File: config.mk
export PLATFORM = sky130hd
export DESIGN_NAME = link_reconnect_supervisor_core
export DESIGN_NICKNAME = d
export VERILOG_FILES = /design/src/rtl/lrs_pkg.sv /design/src/rtl/lrs_delay.sv /design/src/rtl/link_reconnect_supervisor_core.sv
export SDC_FILE = /design/constraint.sdc
export NUM_CORES = 1
export LEC_CHECK = 0
export ABC_CLOCK_PERIOD_IN_PS = 8750
export BUFFER_PORTS_ARGS = -buffer_cell sky130_fd_sc_hd__buf_2
export CORE_ASPECT_RATIO = 0.9
export CORE_MARGIN = 2
export CORE_UTILIZATION = 58
export DETAILED_ROUTE_END_ITERATION = 10
export GPL_TIMING_DRIVEN = 0
export PLACE_DENSITY_LB_ADDON = 0.05
export SLEW_MARGIN = 20
export SYNTH_ARGS = -nofsm -noshare
export SYNTH_HDL_FRONTEND = slang
export SYNTH_SLANG_ARGS = --single-unit
File: constraint.sdc
create_clock -name clk -period 8.75 [get_ports clk]
set_input_delay 0.4375 -clock clk [delete_from_list [all_inputs] [get_ports clk]]
set_output_delay 0.4375 -clock clk [all_outputs]
set_load 0.02 [all_outputs]
File: src/rtl/lrs_pkg.sv
// lrs_pkg: shared types, constants and time helpers of the link reconnect supervisor
// used by lrs_delay and link_reconnect_supervisor_core; depends on nothing
`timescale 1ns / 1ps
`default_nettype none

package lrs_pkg;

    localparam int unsigned TIME_W  = 32;
    localparam int unsigned DELAY_W = 22;
    localparam int unsigned STEP_W  = 3;

    localparam logic [STEP_W-1:0]  BACKOFF_STEPS     = 3'd5;
    localparam logic [TIME_W-1:0]  RETRY_INTERVAL_MS = 32'd1800000;
    localparam logic [DELAY_W-1:0] PROBE_TIMEOUT_MS  = 22'd15000;
    localparam logic [DELAY_W-1:0] IDLE_DELAY_MS     = 22'd60000;
    localparam logic [DELAY_W-1:0] DELAY_MAX         = 22'h3FFFFF;
    localparam logic [DELAY_W-1:0] CONNECT_TIMEOUT_RESET = 22'd20000;

    // configuration register indexes
    localparam logic CFG_CONNECT_TIMEOUT     = 1'b0;
    localparam logic CFG_CREDENTIALS_PRESENT = 1'b1;

    typedef enum logic [1:0] {
        REQ_TICK      = 2'd0,
        REQ_START     = 2'd1,
        REQ_RECONNECT = 2'd2,
        REQ_UNUSED    = 2'd3
    } req_t;

    typedef enum logic [1:0] {
        MODE_AP         = 2'd0,
        MODE_CONNECTING = 2'd1,
        MODE_CONNECTED  = 2'd2,
        MODE_IDLE       = 2'd3
    } mode_t;

    typedef enum logic [2:0] {
        ACT_NONE          = 3'd0,
        ACT_CONNECT_FORCE = 3'd1,
        ACT_CONNECT_PLAIN = 3'd2,
        ACT_ENTER_AP      = 3'd3,
        ACT_CONNECTED     = 3'd4
    } action_t;

    // supervisor state seen by the delay calculation
    typedef struct packed {
        mode_t              mode;
        logic [TIME_W-1:0]  attempt_start;
        logic [DELAY_W-1:0] attempt_timeout;
        logic [STEP_W-1:0]  backoff_step;
        logic               retry_armed;
        logic [TIME_W-1:0]  retry_due;
    } sup_state_t;

    // re-issue schedule, steps past the fifth repeat the last delay
    function automatic logic [DELAY_W-1:0] sched_at(input logic [STEP_W-1:0] step);
        logic [DELAY_W-1:0] d;
        case (step)
            3'd0:    d = 22'd1000;
            3'd1:    d = 22'd3000;
            3'd2:    d = 22'd7000;
            3'd3:    d = 22'd15000;
            default: d = 22'd29000;
        endcase
        return d;
    endfunction

    // deadline reached when the wrapped difference is non-negative
    function automatic logic reached(input logic [TIME_W-1:0] now,
                                     input logic [TIME_W-1:0] target);
        logic [TIME_W-1:0] diff;
        diff = now - target;
        return ~diff[TIME_W-1];
    endfunction

    function automatic logic [TIME_W-1:0] time_left(input logic [TIME_W-1:0] now,
                                                    input logic [TIME_W-1:0] target);
        logic [TIME_W-1:0] left;
        left = target - now;
        return reached(now, target) ? '0 : left;
    endfunction

endpackage

`default_nettype wire

File: src/rtl/lrs_delay.sv
// lrs_delay: time until the next pending action, from the updated supervisor state
// depends on lrs_pkg
`timescale 1ns / 1ps
`default_nettype none

module lrs_delay import lrs_pkg::*;
(
    input  wire sup_state_t         st,
    input  wire logic               cred,
    input  wire logic [TIME_W-1:0]  now,
    output logic [DELAY_W-1:0]      delay
);

    logic [TIME_W-1:0] to_left;
    logic [TIME_W-1:0] bo_left;
    logic [TIME_W-1:0] ap_left;
    logic [TIME_W-1:0] conn_left;

    always_comb
    begin
        to_left = time_left(now, st.attempt_start + {{(TIME_W-DELAY_W){1'b0}}, st.attempt_timeout});
        bo_left = time_left(now, st.attempt_start
                                 + {{(TIME_W-DELAY_W){1'b0}}, sched_at(st.backoff_step)});
        ap_left = time_left(now, st.retry_due);
        conn_left = to_left;
        if (st.backoff_step < BACKOFF_STEPS && bo_left < to_left)
        begin
            conn_left = bo_left;
        end
    end

    always_comb
    begin
        case (st.mode)
            MODE_AP:
            begin
                if (!st.retry_armed || !cred)
                    delay = IDLE_DELAY_MS;
                else if (ap_left > {{(TIME_W-DELAY_W){1'b0}}, DELAY_MAX})
                    delay = DELAY_MAX;
                else
                    delay = ap_left[DELAY_W-1:0];
            end
            MODE_CONNECTING:
            begin
                if (conn_left > {{(TIME_W-DELAY_W){1'b0}}, DELAY_MAX})
                    delay = DELAY_MAX;
                else
                    delay = conn_left[DELAY_W-1:0];
            end
            default:
            begin
                delay = IDLE_DELAY_MS;
            end
        endcase
    end

endmodule

`default_nettype wire

File: src/rtl/link_reconnect_supervisor_core.sv
// link_reconnect_supervisor_core: top level of the link reconnect supervisor
// depends on lrs_pkg and lrs_delay
`timescale 1ns / 1ps
`default_nettype none

// Supervises a radio link through not started, access-point fallback, connecting and
// connected modes. One transaction (tick, start or reconnect request) is taken every
// clock cycle while in_stall is low, and each gives exactly one result transaction,
// passing through an input register, a stage in which the mode and attempt state
// are updated, and a stage in which the delay to the next pending action is worked
// out from the updated state into the result register. Each stage holds its transaction
// only while the stage after it is full and stalled, so input is still taken while a
// result waits, until the earlier stages are full. Configuration writes take effect on
// the next clock and must be made while no transaction is in flight.

module link_reconnect_supervisor_core import lrs_pkg::*;
(
    input  wire logic               clk,
    input  wire logic               rst_n,

    input  wire logic               cfg_write,
    input  wire logic               cfg_index,
    input  wire logic [DELAY_W-1:0] cfg_data,

    input  wire logic               in_valid,
    output logic                    in_stall,
    input  wire logic [1:0]         req_type,
    input  wire logic [TIME_W-1:0]  now_ms,
    input  wire logic               link_up,

    output logic                    out_valid,
    input  wire logic               out_stall,
    output logic [1:0]              mode_now,
    output logic [2:0]              action,
    output logic                    issue_reconnect,
    output logic                    accepted,
    output logic [DELAY_W-1:0]      next_delay_ms
);

    // configuration
    logic [DELAY_W-1:0] timeout_reg;
    logic               cred_reg;

    // stage 0: input register
    logic               v0_reg;
    req_t               req0_reg;
    logic [TIME_W-1:0]  now0_reg;
    logic               up0_reg;

    // stage 1: updated state plus per-transaction flags
    logic               v1_reg;
    logic [TIME_W-1:0]  now1_reg;
    action_t            act1_reg;
    logic               reissue1_reg;
    logic               acc1_reg;

    // stage 2: result register
    logic               v2_reg;
    mode_t              mode2_reg;
    action_t            act2_reg;
    logic               reissue2_reg;
    logic               acc2_reg;
    logic [DELAY_W-1:0] delay2_reg;

    sup_state_t         st_reg;
    sup_state_t         st_next;

    logic               ready0;
    logic               ready1;
    logic               ready2;
    logic               go0;

    logic [TIME_W-1:0]  elapsed;
    logic               bo_due;
    logic               to_due;
    logic               retry_hit;
    action_t            act_next;
    logic               reissue_next;
    logic               acc_next;
    logic [DELAY_W-1:0] delay_calc;

    assign ready2   = !v2_reg || !out_stall;
    assign ready1   = !v1_reg || ready2;
    assign ready0   = !v0_reg || ready1;
    assign in_stall = !ready0;
    assign go0      = v0_reg && ready1;

    always_ff @(posedge clk or negedge rst_n)
    begin
        if (!rst_n)
        begin
            timeout_reg <= CONNECT_TIMEOUT_RESET;
            cred_reg    <= 1'b0;
        end
        else if (cfg_write)
        begin
            case (cfg_index)
                CFG_CONNECT_TIMEOUT:
                begin
                    timeout_reg <= (cfg_data == '0) ? {{(DELAY_W-1){1'b0}}, 1'b1} : cfg_data;
                end
                CFG_CREDENTIALS_PRESENT:
                begin
                    cred_reg <= cfg_data[0];
                end
                default:
                begin
                    cred_reg <= cred_reg;
                end
            endcase
        end
    end

    // decision terms for the transaction in stage 0
    assign elapsed   = now0_reg - st_reg.attempt_start;
    assign bo_due    = (st_reg.backoff_step < BACKOFF_STEPS)
                       && (elapsed >= {{(TIME_W-DELAY_W){1'b0}}, sched_at(st_reg.backoff_step)});
    assign to_due    = elapsed >= {{(TIME_W-DELAY_W){1'b0}}, st_reg.attempt_timeout};
    assign retry_hit = cred_reg && st_reg.retry_armed && reached(now0_reg, st_reg.retry_due);

    // next state
    always_comb
    begin
        st_next = st_reg;
        if (go0)
        begin
            case (req0_reg)
                REQ_START:
                begin
                    st_next.attempt_start = now0_reg;
                    st_next.backoff_step  = '0;
                    st_next.retry_armed   = 1'b0;
                    st_next.retry_due     = '0;
                    if (cred_reg)
                    begin
                        st_next.mode            = MODE_CONNECTING;
                        st_next.attempt_timeout = timeout_reg;
                    end
                    else
                    begin
                        st_next.mode            = MODE_AP;
                        st_next.attempt_start   = '0;
                        st_next.attempt_timeout = '0;
                    end
                end
                REQ_RECONNECT:
                begin
                    if (st_reg.mode != MODE_IDLE && cred_reg)
                    begin
                        st_next.mode            = MODE_CONNECTING;
                        st_next.attempt_start   = now0_reg;
                        st_next.attempt_timeout = timeout_reg;
                        st_next.backoff_step    = '0;
                        st_next.retry_armed     = 1'b0;
                        st_next.retry_due       = '0;
                    end
                end
                REQ_TICK:
                begin
                    case (st_reg.mode)
                        MODE_AP:
                        begin
                            if (retry_hit)
                            begin
                                st_next.mode            = MODE_CONNECTING;
                                st_next.attempt_start   = now0_reg;
                                st_next.attempt_timeout = PROBE_TIMEOUT_MS;
                                st_next.backoff_step    = '0;
                                st_next.retry_armed     = 1'b0;
                                st_next.retry_due       = '0;
                            end
                        end
                        MODE_CONNECTED:
                        begin
                            if (cred_reg && !up0_reg)
                            begin
                                st_next.mode            = MODE_CONNECTING;
                                st_next.attempt_start   = now0_reg;
                                st_next.attempt_timeout = timeout_reg;
                                st_next.backoff_step    = '0;
                                st_next.retry_armed     = 1'b0;
                                st_next.retry_due       = '0;
                            end
                        end
                        MODE_CONNECTING:
                        begin
                            if (cred_reg && up0_reg)
                            begin
                                st_next.mode            = MODE_CONNECTED;
                                st_next.attempt_start   = '0;
                                st_next.attempt_timeout = '0;
                                st_next.backoff_step    = '0;
                                st_next.retry_armed     = 1'b0;
                                st_next.retry_due       = '0;
                            end
                            else if (cred_reg)
                            begin
                                if (bo_due)
                                    st_next.backoff_step = st_reg.backoff_step + 3'd1;
                                // timeout falls back and arms the long retry probe
                                if (to_due)
                                begin
                                    st_next.mode            = MODE_AP;
                                    st_next.attempt_start   = '0;
                                    st_next.attempt_timeout = '0;
                                    st_next.backoff_step    = '0;
                                    st_next.retry_armed     = 1'b1;
                                    st_next.retry_due       = now0_reg + RETRY_INTERVAL_MS;
                                end
                            end
                        end
                        default:
                        begin
                            st_next = st_reg;
                        end
                    endcase
                end
                default:
                begin
                    st_next = st_reg;
                end
            endcase
        end
    end

    // per-transaction outputs
    always_comb
    begin
        act_next     = ACT_NONE;
        reissue_next = 1'b0;
        acc_next     = 1'b0;
        case (req0_reg)
            REQ_START:
            begin
                act_next = cred_reg ? ACT_CONNECT_FORCE : ACT_ENTER_AP;
            end
            REQ_RECONNECT:
            begin
                if (st_reg.mode != MODE_IDLE && cred_reg)
                begin
                    act_next = ACT_CONNECT_FORCE;
                    acc_next = 1'b1;
                end
            end
            REQ_TICK:
            begin
                case (st_reg.mode)
                    MODE_AP:
                    begin
                        if (retry_hit)
                            act_next = ACT_CONNECT_FORCE;
                    end
                    MODE_CONNECTED:
                    begin
                        if (cred_reg && !up0_reg)
                            act_next = ACT_CONNECT_PLAIN;
                    end
                    MODE_CONNECTING:
                    begin
                        if (cred_reg && up0_reg)
                        begin
                            act_next = ACT_CONNECTED;
                        end
                        else if (cred_reg)
                        begin
                            reissue_next = bo_due;
                            if (to_due)
                                act_next = ACT_ENTER_AP;
                        end
                    end
                    default:
                    begin
                        act_next = ACT_NONE;
                    end
                endcase
            end
            default:
            begin
                act_next = ACT_NONE;
            end
        endcase
    end

    always_ff @(posedge clk or negedge rst_n)
    begin
        if (!rst_n)
        begin
            st_reg.mode            <= MODE_IDLE;
            st_reg.attempt_start   <= '0;
            st_reg.attempt_timeout <= '0;
            st_reg.backoff_step    <= '0;
            st_reg.retry_armed     <= 1'b0;
            st_reg.retry_due       <= '0;
            v0_reg                 <= 1'b0;
            v1_reg                 <= 1'b0;
            v2_reg                 <= 1'b0;
        end
        else
        begin
            st_reg <= st_next;
            if (ready0)
                v0_reg <= in_valid;
            if (ready1)
                v1_reg <= v0_reg;
            if (ready2)
                v2_reg <= v1_reg;
        end
    end

    always_ff @(posedge clk)
    begin
        if (ready0)
        begin
            req0_reg <= req_t'(req_type);
            now0_reg <= now_ms;
            up0_reg  <= link_up;
        end
        if (ready1)
        begin
            now1_reg     <= now0_reg;
            act1_reg     <= act_next;
            reissue1_reg <= reissue_next;
            acc1_reg     <= acc_next;
        end
        if (ready2)
        begin
            mode2_reg    <= st_reg.mode;
            act2_reg     <= act1_reg;
            reissue2_reg <= reissue1_reg;
            acc2_reg     <= acc1_reg;
            delay2_reg   <= delay_calc;
        end
    end

    lrs_delay u_delay
    (
        .st    (st_reg),
        .cred  (cred_reg),
        .now   (now1_reg),
        .delay (delay_calc)
    );

    assign out_valid       = v2_reg;
    assign mode_now        = mode2_reg;
    assign action          = act2_reg;
    assign issue_reconnect = reissue2_reg;
    assign accepted        = acc2_reg;
    assign next_delay_ms   = delay2_reg;

endmodule

`default_nettype wire
==> flow_summary.yaml, run 1 <==
status:
  status: "complete, no violations"
timing:
  fin_crit_sh: 0.976
  timing.fmax_mhz: 117
  finalWorstSetupSlack_ps: 214
  final-setup-viol-count: 0
  rsz0062_at_grt: "true"
  drv_slew: 0
  max-slew-margin-rel: 0.201
  transition_time_at_the_pin_with_the_least_slew_margin_ps: 1190
  setup_tns_ps: 0
  finalClockSkew_ps: 24.0
  finalCriticalPeriod_ps: 8540
  final.hold.worst_slack_ps: 22.8
  hold_violations: 0
cts:
  root_buffer: "sky130_fd_sc_hd__clkbuf_16"
  cts_num_sinks: 219
  tritoncts: "yes"
  later_pin_clock_latency_in_the_skew_report_ps: 590
  htree_levels: 1
  clk_path_buf_depth: 3
  clock_slew_at_the_register_clock_pins_of_the_worst_setup_and_hold_paths_ps: 60
  cts_buffers: 26
global_route:
  number_of_global_route_vias_before_repair: 20001
  use_met1: 0.506
  grt_start_max_net_pins: 69
  use_met2: 0.570
  use_met3: 0.0438
  grt.total_usage: 0.361
  grt.overflow.total: 0
  antenna_violations_before_repair: 1
  top_usage_layer: "met2"
  wire_length_of_the_first_global_routing_pass_um: 113000
critical_path:
  endpoint_kind: "flip-flop"
  r2r.worst_path.cells: 37
  critPathRequiredTime_ps: 9130
  setup.worst_path.class: "reg2reg"
  timing.reg2reg.setup_slack_ps: 210
  timing.critical_path.slowest_cell_delay_ps: 480
  cp.arrival_ps: 8910
  worstPathMaxFanout: 10
  r2r-end: "next_delay_ms[8]"
  startpoint_type: "flip-flop"
  crit_slowest_cell: "sky130_fd_sc_hd__a221o_2"
  r2r_start: "st_reg[36]"
routing:
  drtPass1Iterations: 6
  detail_route.wl_per_cell_um: 21.7
  via_per_inst: 6.22
  dr.first_iter.drc_count: 1857
  post-route-drc-count: 0
  totalWireLength_um: 73800
  dr_total_vias: 21170
  ant_nets: 0
finish:
  fillCellCount: 3280
  syn_to_final_growth_pct: 11.9
  flip_flop_count_of_the_largest_register_all_copies_and_words_added: 92
  drive_gt1_frac: 0.112
  antenna_cells_inserted: 0
  net_count_reported_at_finish: 3277
placement:
  post_dp_hpwl_um: 60600
  placement.setup.worst_slack_ps: -2590
  numPortBuffers: 93
  globalplace.congestion: 1.06
logic_synthesis:
  post_synth_instance_area_mm2: 0.0228
  syn-num-nets: 3134
  synth_area_leader_cell: "sky130_fd_sc_hd__ha_1"
  postSynth.asyncResetShare: 0.539
  netlist-cell-type-count: 101
  avgSynthCellArea_um2: 8.41
  synth_sequential_area_ratio: 0.263
  synth_top_cell_area_share: 0.192
  synth_common_cells: "sky130_fd_sc_hd__ha_1, sky130_fd_sc_hd__nand2_1, sky130_fd_sc_hd__inv_1"
  number_of_enable_flip_flop_cells_after_synthesis: 101
  yosysWarnings: 0
  post_synth_main_area_contributors: "sky130_fd_sc_hd__ha_1, sky130_fd_sc_hd__edfxtp_1, sky130_fd_sc_hd__dfrtp_1, sky130_fd_sc_hd__xnor2_1, sky130_fd_sc_hd__nand2_1"
  synthesis.instances: 2715
  ys_dominant_reg_cell: "sky130_fd_sc_hd__dfrtp_1"
  yosys.cell_count.top_type: "sky130_fd_sc_hd__ha_1"
  synth.ff_latch_count: 219
pwr:
  powerDensity_mw_per_mm2: 444
  power_leakage_nw: 11.5
  worst_ir_drop_vdd_v: 0.000488
  overall_power_mw: 11.3
floorplan:
  die_area_mm2: 0.0410
  core.rowCount: 68
  start_util: 0.592
  die_width_um: 213
  core_area_mm2: 0.0385
  ios: 94
  fp.dieH_um: 192
hold_path:
  whs_endpoint: "now0_reg[14]"
  hp-start: "now_ms[14]"
  hold_path_depth: 1
  worst_min_delay_path_category: "in2reg"
job:
  cap_viol_max_count: 0
==> logic make-up (layout without fill, tap and decap cells) <==
kind of cell	Yosys count	count (layout)	synth area share
flip-flops	219	219	0.263
adder cells (fa/ha/maj)	357	357	0.197
XOR/XNOR	191	191	0.0749
AND/OR/NAND/NOR	794	794	0.166
multiplexers	33	33	0.0158
AO/OA/AOI/OAI	801	801	0.227
buffers and inverters	320	483	0.0558
==> worst max path at each step <==
stage	endpoint	cells after the start	startpoint
after floorplan	next_delay_ms[14]	37	st_reg[58]
after CTS	next_delay_ms[4]	37	st_reg[33]
after detailed placement	next_delay_ms[4]	37	st_reg[58]
after global routing	next_delay_ms[8]	38	st_reg[36]
final	next_delay_ms[8]	37	st_reg[36]
after global placement	next_delay_ms[14]	36	st_reg[58]
==> through the flow <==
step | cell area, um^2 | util | std cells
floorplan | 22800 | - | 2715
global placement | 24000 | 0.621 | 3333
detailed placement | 24000 | 0.624 | 3337
CTS | 25300 | 0.657 | 3396
global route | 25600 | 0.663 | 3403
finish | 25600 | 0.663 | 3403
==> critical path, delay by kind of cell (launching register included) <==
kind	cells	cell delay [ps]
AOI/OAI and AO/OA	16	3450
xor gates and xnor gates	1	250
adders and majority gates	4	1280
buffers and inverters	5	910
DFF	1	430
and+or+nand+nor	11	1960
==> cells in the final DEF, fill, tap and decap left out, types with 18 or more instances in the layout <==
master                      instances
sky130_fd_sc_hd__a211oi_1          31
sky130_fd_sc_hd__a21o_1            87
sky130_fd_sc_hd__a21oi_1          207
sky130_fd_sc_hd__a31oi_1           18
sky130_fd_sc_hd__and2_1            19
sky130_fd_sc_hd__and3_1            19
sky130_fd_sc_hd__buf_2            106
sky130_fd_sc_hd__buf_4             28
sky130_fd_sc_hd__clkbuf_1          44
sky130_fd_sc_hd__clkbuf_16         26
sky130_fd_sc_hd__dfrtp_1          108
sky130_fd_sc_hd__edfxtp_1         101
sky130_fd_sc_hd__ha_1             341
sky130_fd_sc_hd__inv_1            240
sky130_fd_sc_hd__mux2_2            24
sky130_fd_sc_hd__nand2_1          291
sky130_fd_sc_hd__nand2b_1          24
sky130_fd_sc_hd__nand3_1           49
sky130_fd_sc_hd__nand4_1           38
sky130_fd_sc_hd__nor2_1           156
sky130_fd_sc_hd__nor2b_1           29
sky130_fd_sc_hd__nor3_1            59
sky130_fd_sc_hd__o21a_1            35
sky130_fd_sc_hd__o21ai_0          205
sky130_fd_sc_hd__o21bai_1          27
sky130_fd_sc_hd__o31ai_1           20
sky130_fd_sc_hd__or3_1             29
sky130_fd_sc_hd__xnor2_1          121
sky130_fd_sc_hd__xor2_1            59
==> layer usage <==
metal,share of wire,vias to the layer above
met4,0.042,2
li1,-,10026
met5,0.00018,-
met2,0.44,901
met3,0.084,144
met1,0.43,10097
==> final cells by class <==
cell class | count | area (um^2) | share of cell area
Multi-Input combinational cell | 2176 | 16000 | 0.627
Clock buffer | 30 | 676 | 0.0264
Inverter | 241 | 905 | 0.0354
Buffer | 74 | 382 | 0.0149
Clock inverter | 18 | 204 | 0.00798
Sequential cell | 219 | 6000 | 0.235
Timing Repair Buffer | 120 | 724 | 0.0283
Tap cell | 525 | 657 | 0.0257
==> timing repair <==
item	4_1_cts	5_1_grt
pin swaps	15	16
endpoints found under the hold margin	43	0
hold buffers	1	0
setup endpoints to repair	22	22
gates resized for setup	64	40
setup buffers	14	8
==> where the power goes <==
part           switching, mW  internal [mW]  total [mW]
Clock                  0.482          0.648        1.13
Combinational           5.32           3.27        8.59
Sequential             0.276           1.35        1.63
Note: power is estimated with default switching activity, not from simulation.
==> run 2: changes to the inputs <==
- SYNTH_HIERARCHICAL: not set -> 1
==> flow_summary.yaml, run 2 <==
status:
  status: "complete, no violations"
logic_synthesis:
  post_synth_main_area_contributors: "sky130_fd_sc_hd__ha_1, sky130_fd_sc_hd__edfxtp_1, sky130_fd_sc_hd__dfrtp_1, sky130_fd_sc_hd__a21oi_1, sky130_fd_sc_hd__o21ai_0"
  synth_top_cell_area_share: 0.187
  avgSynthCellArea_um2: 8.39
  synth_sequential_area_ratio: 0.254
  synth_common_cells: "sky130_fd_sc_hd__ha_1, sky130_fd_sc_hd__inv_1, sky130_fd_sc_hd__a21oi_1"
  netlist-cell-type-count: 108
  ys_dominant_reg_cell: "sky130_fd_sc_hd__dfrtp_1"
  yosys.cell_count.top_type: "sky130_fd_sc_hd__ha_1"
  number_of_enable_flip_flop_cells_after_synthesis: 101
  postSynth.asyncResetShare: 0.539
  yosysWarnings: 6
  synth_area_leader_cell: "sky130_fd_sc_hd__ha_1"
  synth.ff_latch_count: 219
  synthesis.instances: 2809
  syn-num-nets: 3230
  post_synth_instance_area_mm2: 0.0236
timing:
  finalClockSkew_ps: 32.5
  fin_crit_sh: 0.991
  drv_slew: 0
  timing.fmax_mhz: 115
  final-setup-viol-count: 0
  finalCriticalPeriod_ps: 8670
  hold_violations: 0
  rsz0062_at_grt: "true"
  max-slew-margin-rel: 0.278
  transition_time_at_the_pin_with_the_least_slew_margin_ps: 1080
floorplan:
  core.rowCount: 70
  die_width_um: 217
  ios: 94
  start_util: 0.584
  core_area_mm2: 0.0404
  fp.dieH_um: 195
  die_area_mm2: 0.0423
placement:
  numPortBuffers: 93
  post_dp_hpwl_um: 61800
  detailed_place.area_mm2: 0.0248
  globalplace.congestion: 1.01
critical_path:
  critPathRequiredTime_ps: 9060
  timing.critical_path.slowest_cell_delay_ps: 530
  r2r_start: "st_reg[34]"
  startpoint_type: "flip-flop"
  critical-path-top-cell-by-count: "sky130_fd_sc_hd__a21oi_2"
  cp.arrival_ps: 8980
  worstPathMaxFanout: 10
  endpoint_kind: "flip-flop"
  crit_slowest_cell: "sky130_fd_sc_hd__o211ai_1"
  r2r.worst_path.cells: 35
  critical_path.startpoint: "st_reg[34]"
  setup.worst_path.class: "reg2reg"
routing:
  ant_nets: 0
  dr.first_iter.drc_count: 1836
  post-route-drc-count: 0
  totalWireLength_um: 76500
  via_per_inst: 6.33
  detail_route.wl_per_cell_um: 21.8
  dr_total_vias: 22262
  drtPass1Iterations: 5
finish:
  net_count_reported_at_finish: 3376
  syn_to_final_growth_pct: 11.7
  antenna_cells_inserted: 0
  final_area_mm2: 0.0263
  flip_flop_count_of_the_largest_register_all_copies_and_words_added: 92
  drive_gt1_frac: 0.124
  fillCellCount: 3487
  layout.cells.most_common_list: "sky130_fd_sc_hd__ha_1, sky130_fd_sc_hd__inv_1, sky130_fd_sc_hd__a21oi_1"
  mostFrequentLayoutCell: "sky130_fd_sc_hd__ha_1"
global_route:
  grt.overflow.total: 0
  antenna_violations_before_repair: 0
  wire_length_of_the_first_global_routing_pass_um: 117000
  number_of_global_route_vias_before_repair: 21183
  grt_start_max_net_pins: 66
  grt.total_usage: 0.352
hold_path:
  worst_min_delay_path_category: "in2reg"
  hold_path_depth: 1
  hp-start: "now_ms[16]"
cts:
  root_buffer: "sky130_fd_sc_hd__clkbuf_16"
  clock_slew_at_the_register_clock_pins_of_the_worst_setup_and_hold_paths_ps: 60
  later_pin_clock_latency_in_the_skew_report_ps: 590
  cts_buffers: 26
  cts_num_sinks: 219
  tritoncts: "yes"
  clk_path_buf_depth: 3
  htree_levels: 1
job:
  cap_viol_max_count: 0
[run 2: cell types whose count changed in the layout (fill, tap and decap cells not counted), moves of 16 or more]
cell                        delta
sky130_fd_sc_hd__o2bb2ai_1    +22
sky130_fd_sc_hd__buf_2        +17
sky130_fd_sc_hd__nand4_1      +17
sky130_fd_sc_hd__nand2_1      -69
sky130_fd_sc_hd__a21oi_1      +24
sky130_fd_sc_hd__inv_1        +31
sky130_fd_sc_hd__or3_1        -19
sky130_fd_sc_hd__nor3_1       -16
sky130_fd_sc_hd__o21ai_0      +21
[run 2: per-layer routing]
metal	track usage	wire length [um]
met1	0.473	33000
met2	0.577	34600
met3	0.0475	5490
met4	0.134	3390
met5	0	0
[run 2: cell families after synthesis]
group / after synthesis / synth area share
flip-flops: 219 / 0.254
XOR/XNOR: 197 / 0.0738
AO/OA/AOI/OAI: 889 / 0.246
multiplexers: 33 / 0.0153
buffers and inverters: 375 / 0.0624
AND/OR/NAND/NOR: 738 / 0.156
adder cells (fa/ha/maj): 358 / 0.192
[run 2: cell type report]
class	instances	area, um^2	share of cell area
buffer	98	485	0.0184
timing repair buffer	124	764	0.0290
clock inverter	12	191	0.00727
tap	540	676	0.0257
inverter	271	1020	0.0386
multi-input combinational	2215	16400	0.624
clock buffer	36	759	0.0288
sequential	219	6000	0.228
[run 2: critical path, delay by kind of cell, from the launching register on]
kind	cells	cell delay (ps)
compound gates	16	3310
buf+inv	2	400
fa+ha+maj	3	950
simple gates	12	2770
xor+xnor	2	500
flops	1	470
[run 2: worst paths after layout]
path,slack (ps),end
worst max register to register,80,next_delay_ms[13]
worst max-delay path,80,next_delay_ms[13]
worst min register to register,420,action[2]
max in group asynchronous,7620,st_reg[58]
worst min-delay path,20,now0_reg[16]
min in group asynchronous,390,timeout_reg[18]
[run 2: through the flow]
stage / hold slack (ps) / TNS [ps] / setup slack (ps) / util / std cells
6_report: 24.4 / 0 / 80.4 / 0.652 / 3515
3_5_place_dp: 407 / -63530 / -2990 / 0.614 / 3446
3_3_place_gp: 404 / -60910 / -2870 / 0.612 / 3442
5_1_grt: 17.5 / -378 / -49.5 / 0.652 / 3515
4_1_cts: 7.68 / 0 / 1.02 / 0.646 / 3502
2_1_floorplan: 142 / 0 / 370 / - / 2809
[run 2: timing repair]
item / in CTS / in global routing
hold endpoints to repair: 46 / 0
pin swaps: 14 / 20
hold buffers: 1 / 0
gates cloned: 0 / 1
resized for setup: 64 / 44
endpoints found under the setup margin: 22 / 22
buffers inserted: 12 / 13
Power of run 2 is left out: the tool's default activity adds up to more than one toggle a clock period on the data nets, which glitch-free logic cannot reach.
==> run 3: changes to the inputs <==
- CELL_PAD_IN_SITES_DETAIL_PLACEMENT: not set -> 1
- CELL_PAD_IN_SITES_GLOBAL_PLACEMENT: not set -> 1
- CORE_UTILIZATION: 58 -> 44
==> flow_summary.yaml, run 3 (synthesis results as in run 2) <==
critical_path:
  critical-path-top-cell-by-count: "sky130_fd_sc_hd__o21ai_0"
  critPathTopFamily: "compound AO/OA/AOI/OAI gates"
  timing.critical_path.slowest_cell_delay_ps: 920
  cp.arrival_ps: 8920
  worstPathMaxFanout: 10
  critPathRequiredTime_ps: 9080
  setup.worst_path.class: "reg2reg"
  endpoint_kind: "flip-flop"
  cp_num_buf_inv: 4
  startpoint_type: "flip-flop"
  crit_slowest_cell: "sky130_fd_sc_hd__a211oi_1"
floorplan:
  ios: 94
  die_area_mm2: 0.0555
  core.rowCount: 80
  start_util: 0.445
  die_width_um: 248
  fp.dieH_um: 224
  core_area_mm2: 0.0530
timing:
  transition_time_at_the_pin_with_the_least_slew_margin_ps: 1180
  fin_crit_sh: 0.982
  timing.fmax_mhz: 116
  drv_slew: 0
  max-slew-margin-rel: 0.209
  final-setup-viol-count: 0
  finalCriticalPeriod_ps: 8590
  rsz0062_at_grt: "true"
  hold_violations: 0
  finalClockSkew_ps: 28.7
routing:
  via_per_inst: 6.03
  detail_route.wl_per_cell_um: 24.0
  post-route-drc-count: 0
  totalWireLength_um: 88900
  dr_total_vias: 22310
  drtPass1Iterations: 5
  ant_nets: 0
  dr.first_iter.drc_count: 1295
cts:
  clock_slew_at_the_register_clock_pins_of_the_worst_setup_and_hold_paths_ps: 70
  tritoncts: "yes"
  cts_buffers: 27
  clk_path_buf_depth: 3
  htree_levels: 1
  root_buffer: "sky130_fd_sc_hd__clkbuf_16"
  later_pin_clock_latency_in_the_skew_report_ps: 590
  cts_num_sinks: 219
global_route:
  grt.total_usage: 0.317
  grt.overflow.total: 0
  number_of_global_route_vias_before_repair: 22771
  antenna_violations_before_repair: 0
  wire_length_of_the_first_global_routing_pass_um: 135000
  grt_start_max_net_pins: 66
finish:
  fillCellCount: 6313
  syn_to_final_growth_pct: 14.6
  net_count_reported_at_finish: 3400
  final_area_mm2: 0.0270
  flip_flop_count_of_the_largest_register_all_copies_and_words_added: 92
  mostFrequentLayoutCell: "sky130_fd_sc_hd__ha_1"
  drive_gt1_frac: 0.138
  layout.cells.most_common_list: "sky130_fd_sc_hd__ha_1, sky130_fd_sc_hd__inv_1, sky130_fd_sc_hd__a21oi_1"
  final_core_utilization: 0.510
placement:
  numPortBuffers: 93
  post_dp_hpwl_um: 72700
  detailed_place.area_mm2: 0.0250
  globalplace.congestion: 0.929
job:
  cap_viol_max_count: 0
status:
  status: "complete, no violations"
hold_path:
  worst_min_delay_path_category: "in2reg"
-- run 3: changes by cell type in the layout (fill, tap and decap cells not counted), moves of 7 or more --
cell,change
sky130_fd_sc_hd__buf_4,+10
sky130_fd_sc_hd__dlygate4sd3_1,+9
sky130_fd_sc_hd__ha_1,-7
sky130_fd_sc_hd__ha_4,+7
-- run 3: worst paths after layout --
kind / to / cells after the start / from / slack (ps)
worst max-delay path: next_delay_ms[16] / 30 / st_reg[33] / 160
min in group asynchronous: v1_reg / 2 / rst_n / 380
worst min-delay path: now0_reg[30] / 1 / now_ms[30] / 20
worst max register to register: next_delay_ms[16] / 30 / st_reg[33] / 160
worst min register to register: issue_reconnect / 0 / reissue1_reg / 420
max in group asynchronous: st_reg[18] / 3 / rst_n / 7600
-- run 3: cell type report --
cell class	count	area (um^2)	area share
clock buffers	40	786	0.0291
plain buffers	97	509	0.0189
flip-flops and latches	219	6000	0.222
diodes	1	2.50	0.0000926
multi-input cells	2215	16700	0.619
well taps	697	872	0.0323
repair buffers	148	1000	0.0371
clock inverters	10	105	0.00389
inverters	271	1020	0.0378
-- run 3: stage by stage --
step,hold WS [ps],TNS (ps),setup WS (ps),std cells
after floorplan,142,0,370,2809
after global placement,404,-73100,-3440,3599
after detailed placement,407,-75760,-3560,3604
after CTS,0.484,0,2.24,3686
after global routing,4.70,-250,-42.8,3697
final,23.6,0,157,3698
-- run 3: per-layer routing --
metal,share of wire,track usage,vias up,wire length (um)
met2,0.47,0.535,525,41900
met1,0.45,0.429,11180,40300
met4,0.031,0.0804,0,2730
met5,0,0,-,0
met3,0.044,0.0356,131,3870
li1,-,-,10474,-
-- run 3: worst reg2reg max path, delay by kind of cell, from the launching register on --
family,cells,cell delay [ps]
AOI/OAI and AO/OA,9,2920
xor gates and xnor gates,2,530
adders and majority gates,3,1030
buffers and inverters,4,760
DFF,1,440
and+or+nand+nor,12,2640
-- run 3: what timing repair did --
item,in CTS,in global routing
cloned,0,2
gates resized for setup,79,83
setup buffers,27,12
setup endpoints to repair,22,22
hold buffers,10,0
pin swaps,17,30
endpoints found under the hold margin,55,0
Power of run 3 is left out for the same reason.
